[src/hw/rtl/srtf_pkg.sv]
// Package with the shared types, constants and helpers of the SRTF job scheduler.
`timescale 1ns / 1ps

package srtf_pkg;

    localparam int TIME_BITS = 16;
    localparam int SLOT_BITS = 4;
    localparam int SLOTS_DEF = 16;

    localparam logic [TIME_BITS-1:0] TIME_MAX = {TIME_BITS{1'b1}};

    localparam logic ACT_LOAD = 1'b0;
    localparam logic ACT_TICK = 1'b1;

    typedef struct packed {
        logic                 action;
        logic [SLOT_BITS-1:0] slot;
        logic [TIME_BITS-1:0] arrival_time;
        logic [TIME_BITS-1:0] burst_length;
    } in_item_t;

    typedef struct packed {
        logic                 ran;
        logic [SLOT_BITS-1:0] ran_slot;
        logic                 finished;
        logic [TIME_BITS-1:0] done_time;
        logic [TIME_BITS-1:0] turnaround;
        logic [TIME_BITS-1:0] wait_time;
        logic [TIME_BITS-1:0] time_now;
    } out_item_t;

    typedef struct packed {
        logic [TIME_BITS-1:0] arrival;
        logic [TIME_BITS-1:0] burst;
        logic [TIME_BITS-1:0] remaining;
    } entry_t;

    typedef struct packed {
        logic clear;
        logic sample;
        logic live;
    } sel_ctrl_t;

    typedef enum logic [1:0] {
        ST_IDLE,
        ST_SCAN,
        ST_UPDATE,
        ST_RESP
    } state_t;

    function automatic logic [TIME_BITS-1:0] sat_inc(input logic [TIME_BITS-1:0] v);
        sat_inc = (v == TIME_MAX) ? TIME_MAX : v + 1'b1;
    endfunction

endpackage

[src/hw/rtl/srtf_ram.sv]
// Generic single-write, single-read RAM with a registered read port.
`timescale 1ns / 1ps

module srtf_ram #(
    parameter int WIDTH = 48,
    parameter int DEPTH = 16
) (
    input  logic                     aclk,
    input  logic                     we,
    input  logic [$clog2(DEPTH)-1:0] waddr,
    input  logic [WIDTH-1:0]         wdata,
    input  logic                     re,
    input  logic [$clog2(DEPTH)-1:0] raddr,
    output logic [WIDTH-1:0]         rdata
);

    logic [WIDTH-1:0] mem [DEPTH];
    logic [WIDTH-1:0] rdata_reg;

    always_ff @(posedge aclk) begin
        if (we) begin
            mem[waddr] <= wdata;
        end
        if (re) begin
            rdata_reg <= mem[raddr];
        end
    end

    assign rdata = rdata_reg;

endmodule

[src/hw/rtl/srtf_sel.sv]
// Shared compare unit that keeps the best candidate seen during a slot scan.
`timescale 1ns / 1ps

module srtf_sel #(
    parameter int SLOTS = srtf_pkg::SLOTS_DEF
) (
    input  logic                                aclk,
    input  logic                                aresetn,
    input  srtf_pkg::sel_ctrl_t                 ctrl,
    input  logic [$clog2(SLOTS)-1:0]            rd_slot,
    input  srtf_pkg::entry_t                    rd_entry,
    input  logic [srtf_pkg::TIME_BITS-1:0]      tick,
    output logic                                best_have,
    output logic [$clog2(SLOTS)-1:0]            best_slot,
    output srtf_pkg::entry_t                    best_entry
);

    localparam int IDX_W = $clog2(SLOTS);

    logic             have_reg, have_next;
    logic [IDX_W-1:0] slot_reg, slot_next;
    srtf_pkg::entry_t entry_reg, entry_next;
    logic             cand;
    logic             take;

    always_comb begin
        cand = ctrl.sample && ctrl.live && (rd_entry.remaining != '0) &&
               (rd_entry.arrival <= tick);
        take = cand && (!have_reg || (rd_entry.remaining < entry_reg.remaining));
        have_next  = have_reg;
        slot_next  = slot_reg;
        entry_next = entry_reg;
        if (ctrl.clear) begin
            have_next = 1'b0;
        end else if (take) begin
            have_next  = 1'b1;
            slot_next  = rd_slot;
            entry_next = rd_entry;
        end
    end

    always_ff @(posedge aclk) begin
        if (!aresetn) begin
            have_reg <= 1'b0;
        end else begin
            have_reg <= have_next;
        end
        slot_reg  <= slot_next;
        entry_reg <= entry_next;
    end

    assign best_have  = have_reg;
    assign best_slot  = slot_reg;
    assign best_entry = entry_reg;

endmodule

[src/hw/rtl/srtf_job_scheduler.sv]
// Top level of the SRTF job scheduler: sequencer, slot table, tick counter and result register.
// A load item writes its slot and goes to the result state; the next item is accepted once its
// result has been handed to the output register, which can wait on m_ready.
// A tick item scans the incumbent and then every slot through one compare unit, one RAM read
// per cycle, then updates the chosen slot and hands its result to the output register; the next
// item is accepted only after that. The single slot RAM read port is why the slots are read one by one.
// Reset clears the tick counter, the slot valid bits and the incumbent.
`timescale 1ns / 1ps

module srtf_job_scheduler #(
    parameter int SLOTS = srtf_pkg::SLOTS_DEF
) (
    input  logic                aclk,
    input  logic                aresetn,
    input  logic                s_valid,
    output logic                s_ready,
    input  srtf_pkg::in_item_t  s_data,
    output logic                m_valid,
    input  logic                m_ready,
    output srtf_pkg::out_item_t m_data
);

    localparam int IDX_W = $clog2(SLOTS);
    localparam int CNT_W = $clog2(SLOTS + 2);
    localparam int TB    = srtf_pkg::TIME_BITS;

    srtf_pkg::state_t    state_reg, state_next;
    logic [CNT_W-1:0]    cnt_reg, cnt_next;
    logic [TB-1:0]       tick_reg, tick_next;
    logic [SLOTS-1:0]    valid_reg, valid_next;
    logic [IDX_W-1:0]    run_slot_reg, run_slot_next;
    logic                run_valid_reg, run_valid_next;
    logic                rd_vld_reg, rd_vld_next;
    logic                rd_first_reg, rd_first_next;
    logic [IDX_W-1:0]    rd_slot_reg, rd_slot_next;
    srtf_pkg::out_item_t res_reg, res_next;
    logic                m_valid_reg, m_valid_next;
    srtf_pkg::out_item_t m_data_reg, m_data_next;

    logic                ram_we;
    logic [IDX_W-1:0]    ram_waddr;
    srtf_pkg::entry_t    ram_wdata;
    logic                ram_re;
    logic [IDX_W-1:0]    ram_raddr;
    logic [$bits(srtf_pkg::entry_t)-1:0] ram_rdata;

    srtf_pkg::sel_ctrl_t sel_ctrl;
    logic                best_have;
    logic [IDX_W-1:0]    best_slot;
    srtf_pkg::entry_t    best_entry;

    logic                accept;
    logic                in_range;
    logic [TB-1:0]       new_rem;
    logic [TB-1:0]       done_t;
    logic [TB-1:0]       turn_t;
    logic                fin;

    srtf_ram #(
        .WIDTH($bits(srtf_pkg::entry_t)),
        .DEPTH(SLOTS)
    ) u_ram (
        .aclk  (aclk),
        .we    (ram_we),
        .waddr (ram_waddr),
        .wdata (ram_wdata),
        .re    (ram_re),
        .raddr (ram_raddr),
        .rdata (ram_rdata)
    );

    srtf_sel #(
        .SLOTS(SLOTS)
    ) u_sel (
        .aclk       (aclk),
        .aresetn    (aresetn),
        .ctrl       (sel_ctrl),
        .rd_slot    (rd_slot_reg),
        .rd_entry   (srtf_pkg::entry_t'(ram_rdata)),
        .tick       (tick_reg),
        .best_have  (best_have),
        .best_slot  (best_slot),
        .best_entry (best_entry)
    );

    assign s_ready = (state_reg == srtf_pkg::ST_IDLE);
    assign accept  = s_valid && s_ready;
    assign m_valid = m_valid_reg;
    assign m_data  = m_data_reg;

    always_comb begin
        state_next     = state_reg;
        cnt_next       = cnt_reg;
        tick_next      = tick_reg;
        valid_next     = valid_reg;
        run_slot_next  = run_slot_reg;
        run_valid_next = run_valid_reg;
        rd_vld_next    = 1'b0;
        rd_first_next  = 1'b0;
        rd_slot_next   = rd_slot_reg;
        res_next       = res_reg;
        m_valid_next   = m_valid_reg && !m_ready;
        m_data_next    = m_data_reg;

        ram_we    = 1'b0;
        ram_waddr = IDX_W'(s_data.slot);
        ram_wdata = '{arrival: s_data.arrival_time, burst: s_data.burst_length,
                      remaining: s_data.burst_length};
        ram_re    = 1'b0;
        ram_raddr = run_slot_reg;

        sel_ctrl.clear  = 1'b0;
        sel_ctrl.sample = rd_vld_reg;
        sel_ctrl.live   = valid_reg[rd_slot_reg] && (!rd_first_reg || run_valid_reg);

        in_range = (32'(s_data.slot) < 32'(SLOTS));
        new_rem  = best_entry.remaining - 1'b1;
        fin      = (new_rem == '0);
        done_t   = srtf_pkg::sat_inc(tick_reg);
        turn_t   = (done_t >= best_entry.arrival) ? done_t - best_entry.arrival : '0;

        unique case (state_reg)
            srtf_pkg::ST_IDLE: begin
                if (accept) begin
                    if (s_data.action == srtf_pkg::ACT_LOAD) begin
                        ram_we = in_range;
                        if (in_range) begin
                            valid_next[IDX_W'(s_data.slot)] = 1'b1;
                        end
                        res_next          = '0;
                        res_next.time_now = tick_reg;
                        state_next        = srtf_pkg::ST_RESP;
                    end else begin
                        sel_ctrl.clear = 1'b1;
                        cnt_next       = '0;
                        state_next     = srtf_pkg::ST_SCAN;
                    end
                end
            end
            srtf_pkg::ST_SCAN: begin
                if (32'(cnt_reg) <= 32'(SLOTS)) begin
                    ram_re        = 1'b1;
                    ram_raddr     = (cnt_reg == '0) ? run_slot_reg : IDX_W'(cnt_reg - 1'b1);
                    rd_vld_next   = 1'b1;
                    rd_first_next = (cnt_reg == '0);
                    rd_slot_next  = ram_raddr;
                    cnt_next      = cnt_reg + 1'b1;
                end else begin
                    state_next = srtf_pkg::ST_UPDATE;
                end
            end
            srtf_pkg::ST_UPDATE: begin
                res_next          = '0;
                res_next.time_now = done_t;
                tick_next         = done_t;
                run_valid_next    = 1'b0;
                if (best_have) begin
                    ram_we            = 1'b1;
                    ram_waddr         = best_slot;
                    ram_wdata         = '{arrival: best_entry.arrival, burst: best_entry.burst,
                                          remaining: new_rem};
                    res_next.ran      = 1'b1;
                    res_next.ran_slot = srtf_pkg::SLOT_BITS'(best_slot);
                    if (fin) begin
                        res_next.finished   = 1'b1;
                        res_next.done_time  = done_t;
                        res_next.turnaround = turn_t;
                        res_next.wait_time  = (turn_t > best_entry.burst) ?
                                              turn_t - best_entry.burst : '0;
                    end else begin
                        run_valid_next = 1'b1;
                        run_slot_next  = best_slot;
                    end
                end
                state_next = srtf_pkg::ST_RESP;
            end
            srtf_pkg::ST_RESP: begin
                if (!m_valid_reg || m_ready) begin
                    m_valid_next = 1'b1;
                    m_data_next  = res_reg;
                    state_next   = srtf_pkg::ST_IDLE;
                end
            end
            default: begin
                state_next = srtf_pkg::ST_IDLE;
            end
        endcase
    end

    always_ff @(posedge aclk) begin
        if (!aresetn) begin
            state_reg     <= srtf_pkg::ST_IDLE;
            cnt_reg       <= '0;
            tick_reg      <= '0;
            valid_reg     <= '0;
            run_slot_reg  <= '0;
            run_valid_reg <= 1'b0;
            rd_vld_reg    <= 1'b0;
            rd_first_reg  <= 1'b0;
            m_valid_reg   <= 1'b0;
        end else begin
            state_reg     <= state_next;
            cnt_reg       <= cnt_next;
            tick_reg      <= tick_next;
            valid_reg     <= valid_next;
            run_slot_reg  <= run_slot_next;
            run_valid_reg <= run_valid_next;
            rd_vld_reg    <= rd_vld_next;
            rd_first_reg  <= rd_first_next;
            m_valid_reg   <= m_valid_next;
        end
        rd_slot_reg <= rd_slot_next;
        res_reg     <= res_next;
        m_data_reg  <= m_data_next;
    end

endmodule

[config.mk]
export PLATFORM = sky130hd
export DESIGN_NAME = srtf_job_scheduler
export DESIGN_NICKNAME = d
export VERILOG_FILES = /design/src/hw/rtl/srtf_pkg.sv /design/src/hw/rtl/srtf_ram.sv /design/src/hw/rtl/srtf_sel.sv /design/src/hw/rtl/srtf_job_scheduler.sv
export SDC_FILE = /design/constraint.sdc
export NUM_CORES = 1
export LEC_CHECK = 0
export ABC_AREA = 1
export BUFFER_PORTS_ARGS = -buffer_cell sky130_fd_sc_hd__buf_2
export CORE_ASPECT_RATIO = 0.75
export CORE_MARGIN = 1.5
export CORE_UTILIZATION = 45
export DETAILED_ROUTE_END_ITERATION = 6
export HOLD_SLACK_MARGIN = 0.02
export PLACE_DENSITY = 0.67
export RECOVER_POWER = 100
export SETUP_SLACK_MARGIN = 0.5
export SLEW_MARGIN = 25
export SYNTH_ARGS = -nofsm -noshare
export SYNTH_HDL_FRONTEND = slang
export SYNTH_SLANG_ARGS = --single-unit
[constraint.sdc]
create_clock -name aclk -period 11.92 [get_ports aclk]
set_input_delay 1.192 -clock aclk [delete_from_list [all_inputs] [get_ports aclk]]
set_output_delay 1.192 -clock aclk [all_outputs]
set_load 0.01 [all_outputs]
Word-level counts from Yosys, hierarchy flattened
Memories as Yosys holds them, arrays and structs flattened. A register that Yosys moved wholly into a read port is not among the register bits.
Cells that the tools add are included.
- mux-type cells: 43
- reduce and logical (&&, ||, !) cells: 31
- $add $sub $neg: 6
- bitwise logic cells: 5
- eq/ne operators: 10
- order comparisons: 8
- operator list (kind ; count):
    $mux W70 ; 2
    $pmux W70 S2 ; 1
    $mux W48 ; 2
    $mux W54 ; 1
    $mux W49 ; 1
    $mux W16 ; 3
    $sub A16 B16 Y16 ; 2
    $mux W4 ; 5
    $add A16 B1 Y16 const B ; 1
    $eq A16 B16 Y1 const B ; 1
    $ge A16 B16 Y1 ; 1
    $gt A16 B16 Y1 ; 1
    $le A16 B16 Y1 ; 1
    $logic_not A16 Y1 ; 1
    $lt A16 B16 Y1 ; 1
    $mux W1 ; 16
    $or A16 B16 Y16 ; 1
    $reduce_bool A16 Y1 ; 1
    $sub A16 B1 Y16 const B ; 1
    $mux W5 ; 3
    $reduce_and A3 Y1 ; 5
    $lt A4 B5 Y1 const B ; 2
    $pmux W5 S2 ; 1
    $logic_and A1 B1 Y1 ; 8
    22 further kinds ; 41
- input bits: 41
- memories: 1
- register bits after elaboration: 244
- RAM bits: 768
- memory list (name ; words ; width ; read ports ; clocked after Yosys merged registers in ; write ports ; line ; text):
    u_ram.mem ; 16 ; 48 ; 1 ; 1 ; 1 ; srtf_ram.sv:17 ; logic [WIDTH-1:0] mem [DEPTH];

Depth between registers and ports, before layout
- depth after elaboration: 9
- depth in mapped cells: 32
- mapped depth without buffers: 31

Cells and area by module
Synthesis repeated with hierarchy kept, for this count alone.
- cells, all modules: 4512
- area total of the unflattened synthesis: 46752.3 µm²
- by module, submodules not included (module ; times used ; cells an instance ; area an instance (µm²)):
    srtf_ram ; 1 ; 3167 ; 34304.2
    srtf_job_scheduler ; 1 ; 1137 ; 9940.8
    srtf_sel ; 1 ; 208 ; 2507.4

Least setup slack after synthesis
No wires, ideal clock.
- kind: reg2reg
- start: reg state_reg[0]
- end: reg res_reg[0] (netlist name), enable pin
- path slack: 5.465 ns
- required time: 11.325 ns
- data arrival time: 5.860 ns
- stages on the path, launching flop included: 6
- path buffers: 1
- period minus slack after synthesis: 6.455 ns
- cells stage by stage: dfxtp_1 inv_1 ha_1 inv_1 clkbuf_1 o21ai_0
- cells in the longest elaborated chain, start to end: 4
- elaborated cells between the ends (all ways): 7
- classes of those cells: eq/ne (3); reduce/logical (4)
- ends and longest elaborated chain (item ; line ; text):
    start, declared ; srtf_job_scheduler.sv:27 ; srtf_pkg::state_t state_reg, state_next;
    start signal, assigned ; srtf_job_scheduler.sv:192 ; state_reg <= srtf_pkg::ST_IDLE;
    start signal, assigned ; srtf_job_scheduler.sv:202 ; state_reg <= state_next;
    $logic_not A2 Y1 ; srtf_job_scheduler.sv:86, srtf_job_scheduler.sv:122 ;
    $logic_and A1 B1 Y1 ; srtf_job_scheduler.sv:87 ; assign accept = s_valid && s_ready;
    $ne A2 B1 Y1 (no line) ; n/a ;
    $reduce_and A3 Y1 (no line) (*) ; n/a ;
    end signal, assigned ; srtf_job_scheduler.sv:213 ; res_reg <= res_next;
    end, declared ; srtf_job_scheduler.sv:36 ; srtf_pkg::out_item_t res_reg, res_next;
Every way passes the cells marked *; elsewhere a longest branch is shown, timed or not.
A chain may end at the register's enable or synchronous reset.

Worst setup path in the final report
- start: reg cnt_reg[0]
- end: reg u_ram.rdata_reg[12], in the netlist u_ram.rdata[12], read port of u_ram.mem (data pin)
- elaborated cells between the ends (all ways): 8
- classes of those cells: add/sub (1); order compare (1); mux (5); reduce/logical (1)
- RTL lines (item ; line ; text):
    start, declared ; srtf_job_scheduler.sv:28 ; logic [CNT_W-1:0] cnt_reg, cnt_next;
    start signal, assigned ; srtf_job_scheduler.sv:203 ; cnt_reg <= cnt_next;
    $le A5 B5 Y1 ; srtf_job_scheduler.sv:141 ; if (32'(cnt_reg) <= 32'(SLOTS)) begin
    $mux W1 ; srtf_job_scheduler.sv:141 ;
    $mux W1 ; srtf_job_scheduler.sv:122 ; unique case (state_reg)
    net ram_re ; srtf_job_scheduler.sv:43 ; logic ram_re;
    end, declared ; srtf_ram.sv:18 ; logic [WIDTH-1:0] rdata_reg;
The timed path passes the listed nets, and every way through them passes these cells.

==> impl_metrics.toml <==
[clocking]
cts_hold_buf = 0
post_cts_buffers = 0
cts_num_sinks = 1060
clk_pin_slew_ns = 0.06
cts_made_buffers = 102
cts_max_path_buffers = 3
cts-resized-gates = 0
cts_tree = "yes"
cts_htree_levels = 3
cts-root-buf = "clkbuf_16"
insertion_delay_ns = 0.70

[floorplan]
die_area_um2 = 105500
die_w_um = 374.5
core-area_um2 = 101900
start_util = 0.4573
fp.dieH_um = 281.6
io_pins = 113
fp-row-count = 101

[yosys]
synth.largest_area_cell = "edfxtp_1"
synth_area_um2 = 46570
synth_edf_count = 1012
yosysMostFrequentCell = "nand2_1"
seq_area_frac_synth = 0.6731
ys_dominant_reg_cell = "edfxtp_1"
synthCells = 4495
async_flop_share = 0
yosys-top-cells-count = "nand2_1 (1,272), edfxtp_1 (1,012), inv_1 (780)"
ys_types = 44
synthesis.nets = 4610
synth-seq-cells = 1060
avgSynthCellArea_um2 = 10.36
yosys_warnings = 0
netlist_top_cells_area = "edfxtp_1 (65%), nand2_1 (10%), nand3_1 (6.9%)"
netlist.area_leader.share = 0.6525

[placed_design]
post_dp_cell_area_um2 = 48810
hpwlAfterDp_um = 65010
io_buffers = 112
place_congestion = 0.9097

[critical_path]
r2r-start = "cnt_reg[0]$_SDFFE_PN0P_"
cp_data_required_time_ns = 12.33
startpoint_type = "register"
critical_path_class = "register to register"
r2r_end = "u_ram.rdata[12]$_DFFE_PP_"
r2r_cells = 14
path_max_fanout = 92
regToRegSetupSlack_ns = 3.02
cp-end-kind = "register"
crit_arrival_ns = 9.31

[pwr]
vdd_drop_max_mv = 0.1696
cellLeakagePower_nw = 21.40
finalPower_w = 0.01009
power.density_nw_per_um2 = 194.9

[drt]
first_iter_violations = 3439
vias = 31130
viasPerCell = 5.161
firstDrtPassIters = 6
detail-route-antenna-nets = 0
drt_wl_total_um = 119200
routedWlPerCell_um = 19.76
drc = 0

[timing]
finalHoldViolCount = 0
fin_crit_ns = 8.898
tightest_slew_ns = 4.904
setup_violations = 0
hold_ws_ns = 0.4147
rsz0062_at_grt = "no"
drv_slew = 1296
max_freq_mhz = 112.4
timing.slew.headroom = -2.269
period_share = 0.7464
clock_skew_ns = 0.02997
fin_tns_setup_ns = 0

[grt]
grt_max_degree = 190
first_global_vias = 29130
antenna_found_initial = 1
grt.overflow.total = 0
grt_usage = 0.2244
grt_pass1_wl_um = 177600

[final_layout]
finalNetCount = 4726
regArea_um2 = 31350
multiInputGateArea_um2 = 11560
fin_util = 0.5085
area_growth_syn_to_layout_pct = 11.20
final_area_um2 = 51790
drive_gt1_frac = 0.05201
largest_reg_flops = 768
fillers = 8967

[outcome]
violations = "max-capacitance violations, max-slew violations"
outcome = "complete, but fails checks"

[hold_path]
min_delay_path_depth = 0
worstHoldStart = "res_reg[38]$_SDFFCE_PN0P_"
min_path_type = "register to register"
hold_end = "m_data[38]$_DFFE_PP_"

[job]
drv_cap = 28
cells in the final DEF (no fill, tap or decap), types with 3 or more instances in the layout:
| cell type | count |
|---|---|
| a211oi_1 | 6 |
| a21o_1 | 4 |
| a21oi_1 | 83 |
| a31oi_1 | 7 |
| and2_0 | 3 |
| buf_2 | 39 |
| buf_4 | 13 |
| bufinv_16 | 11 |
| clkbuf_1 | 160 |
| clkbuf_16 | 107 |
| clkbuf_8 | 4 |
| clkinv_1 | 13 |
| clkinv_2 | 15 |
| clkinvlp_4 | 3 |
| dfxtp_1 | 48 |
| edfxtp_1 | 1012 |
| ha_1 | 72 |
| inv_1 | 780 |
| inv_2 | 4 |
| inv_4 | 3 |
| inv_6 | 4 |
| nand2_1 | 1271 |
| nand3_1 | 645 |
| nand3b_1 | 5 |
| nand4_1 | 13 |
| nor2_1 | 157 |
| nor2_2 | 4 |
| nor2_4 | 15 |
| nor3_1 | 21 |
| nor4_1 | 7 |
| o211ai_1 | 3 |
| o21a_1 | 4 |
| o21ai_0 | 89 |
| o21ai_4 | 4 |
| o21bai_1 | 4 |
| or2_2 | 5 |
| xnor2_1 | 11 |
| xor2_1 | 18 |
critical path: stages, from the launching register on:
cell and delay, ns:
dfxtp_1 0.39, inv_1 0.10, ha_1 0.24, nand3_1 0.09, nand2_1 0.05, nand2_1 0.47, inv_1 0.13, clkbuf_1 1.57
a21boi_4 1.53, clkbuf_1 3.22, nand2_1 0.24, nand3_1 0.24, nand3_1 0.09, nand3_1 0.11, nand2_1 0.11
per-layer routing:
metal,track usage,up-vias,share of wire
li1,-,14960,-
met1,0.3244,14700,0.44
met2,0.3439,1279,0.44
met3,0.04282,192,0.087
met4,0.06890,0,0.028
met5,0,-,0
stage by stage:
stage / instances / setup slack [ns]
2_1_floorplan: 4495 / 5.465
3_3_place_gp: 5846 / 5.419
3_5_place_dp: 5846 / 5.324
4_1_cts: 6030 / 5.310
5_1_grt: 6031 / 2.375
6_report: 6031 / 3.022
cell families after synthesis:
logic type               after synthesis  synth area share
XOR/XNOR                              29          0.005454
adder cells (fa/ha/maj)               74           0.02020
AO/OA/AOI/OAI                        215           0.02525
buffers and inverters                967           0.08175
flip-flops                          1060            0.6731
AND/OR/NAND/NOR                     2150            0.1942
power breakdown:
part	total (W)	internal, W	switching (W)
Clock	0.00330	0.00190	0.00139
Combinational	0.00223	0.000601	0.00162
Sequential	0.00457	0.00447	0.000104
Total	0.0101	0.00697	0.00312
final cells by class:
cell class / count / area share
diodes: 1 / 0.00004832
flip-flops and latches: 1060 / 0.6053
multi-input cells: 2468 / 0.2232
inverters: 787 / 0.05726
clock inverters: 51 / 0.01099
clock buffers: 133 / 0.05436
well taps: 1339 / 0.03235
repair buffers: 192 / 0.01643
how the worst max path moves through the flow:
stage                                         start                        end  slack, ns  depth (start not counted)
final                       cnt_reg[0]$_SDFFE_PN0P_  u_ram.rdata[12]$_DFFE_PP_       3.02                         14
after floorplan           state_reg[0]$_SDFFE_PN0P_       res_reg[0]$_DFFE_PP_       5.46                          5
after CTS                  tick_reg[0]$_SDFFE_PN0P_  res_reg[19]$_SDFFCE_PP0P_       5.31                         27
after global routing        cnt_reg[0]$_SDFFE_PN0P_  u_ram.rdata[12]$_DFFE_PP_       2.37                         14
after detailed placement   tick_reg[0]$_SDFFE_PN0P_  res_reg[19]$_SDFFCE_PP0P_       5.32                         27
after global placement     tick_reg[0]$_SDFFE_PN0P_  res_reg[30]$_SDFFCE_PP0P_       5.42                         27
(Power assumes the default switching activity.)
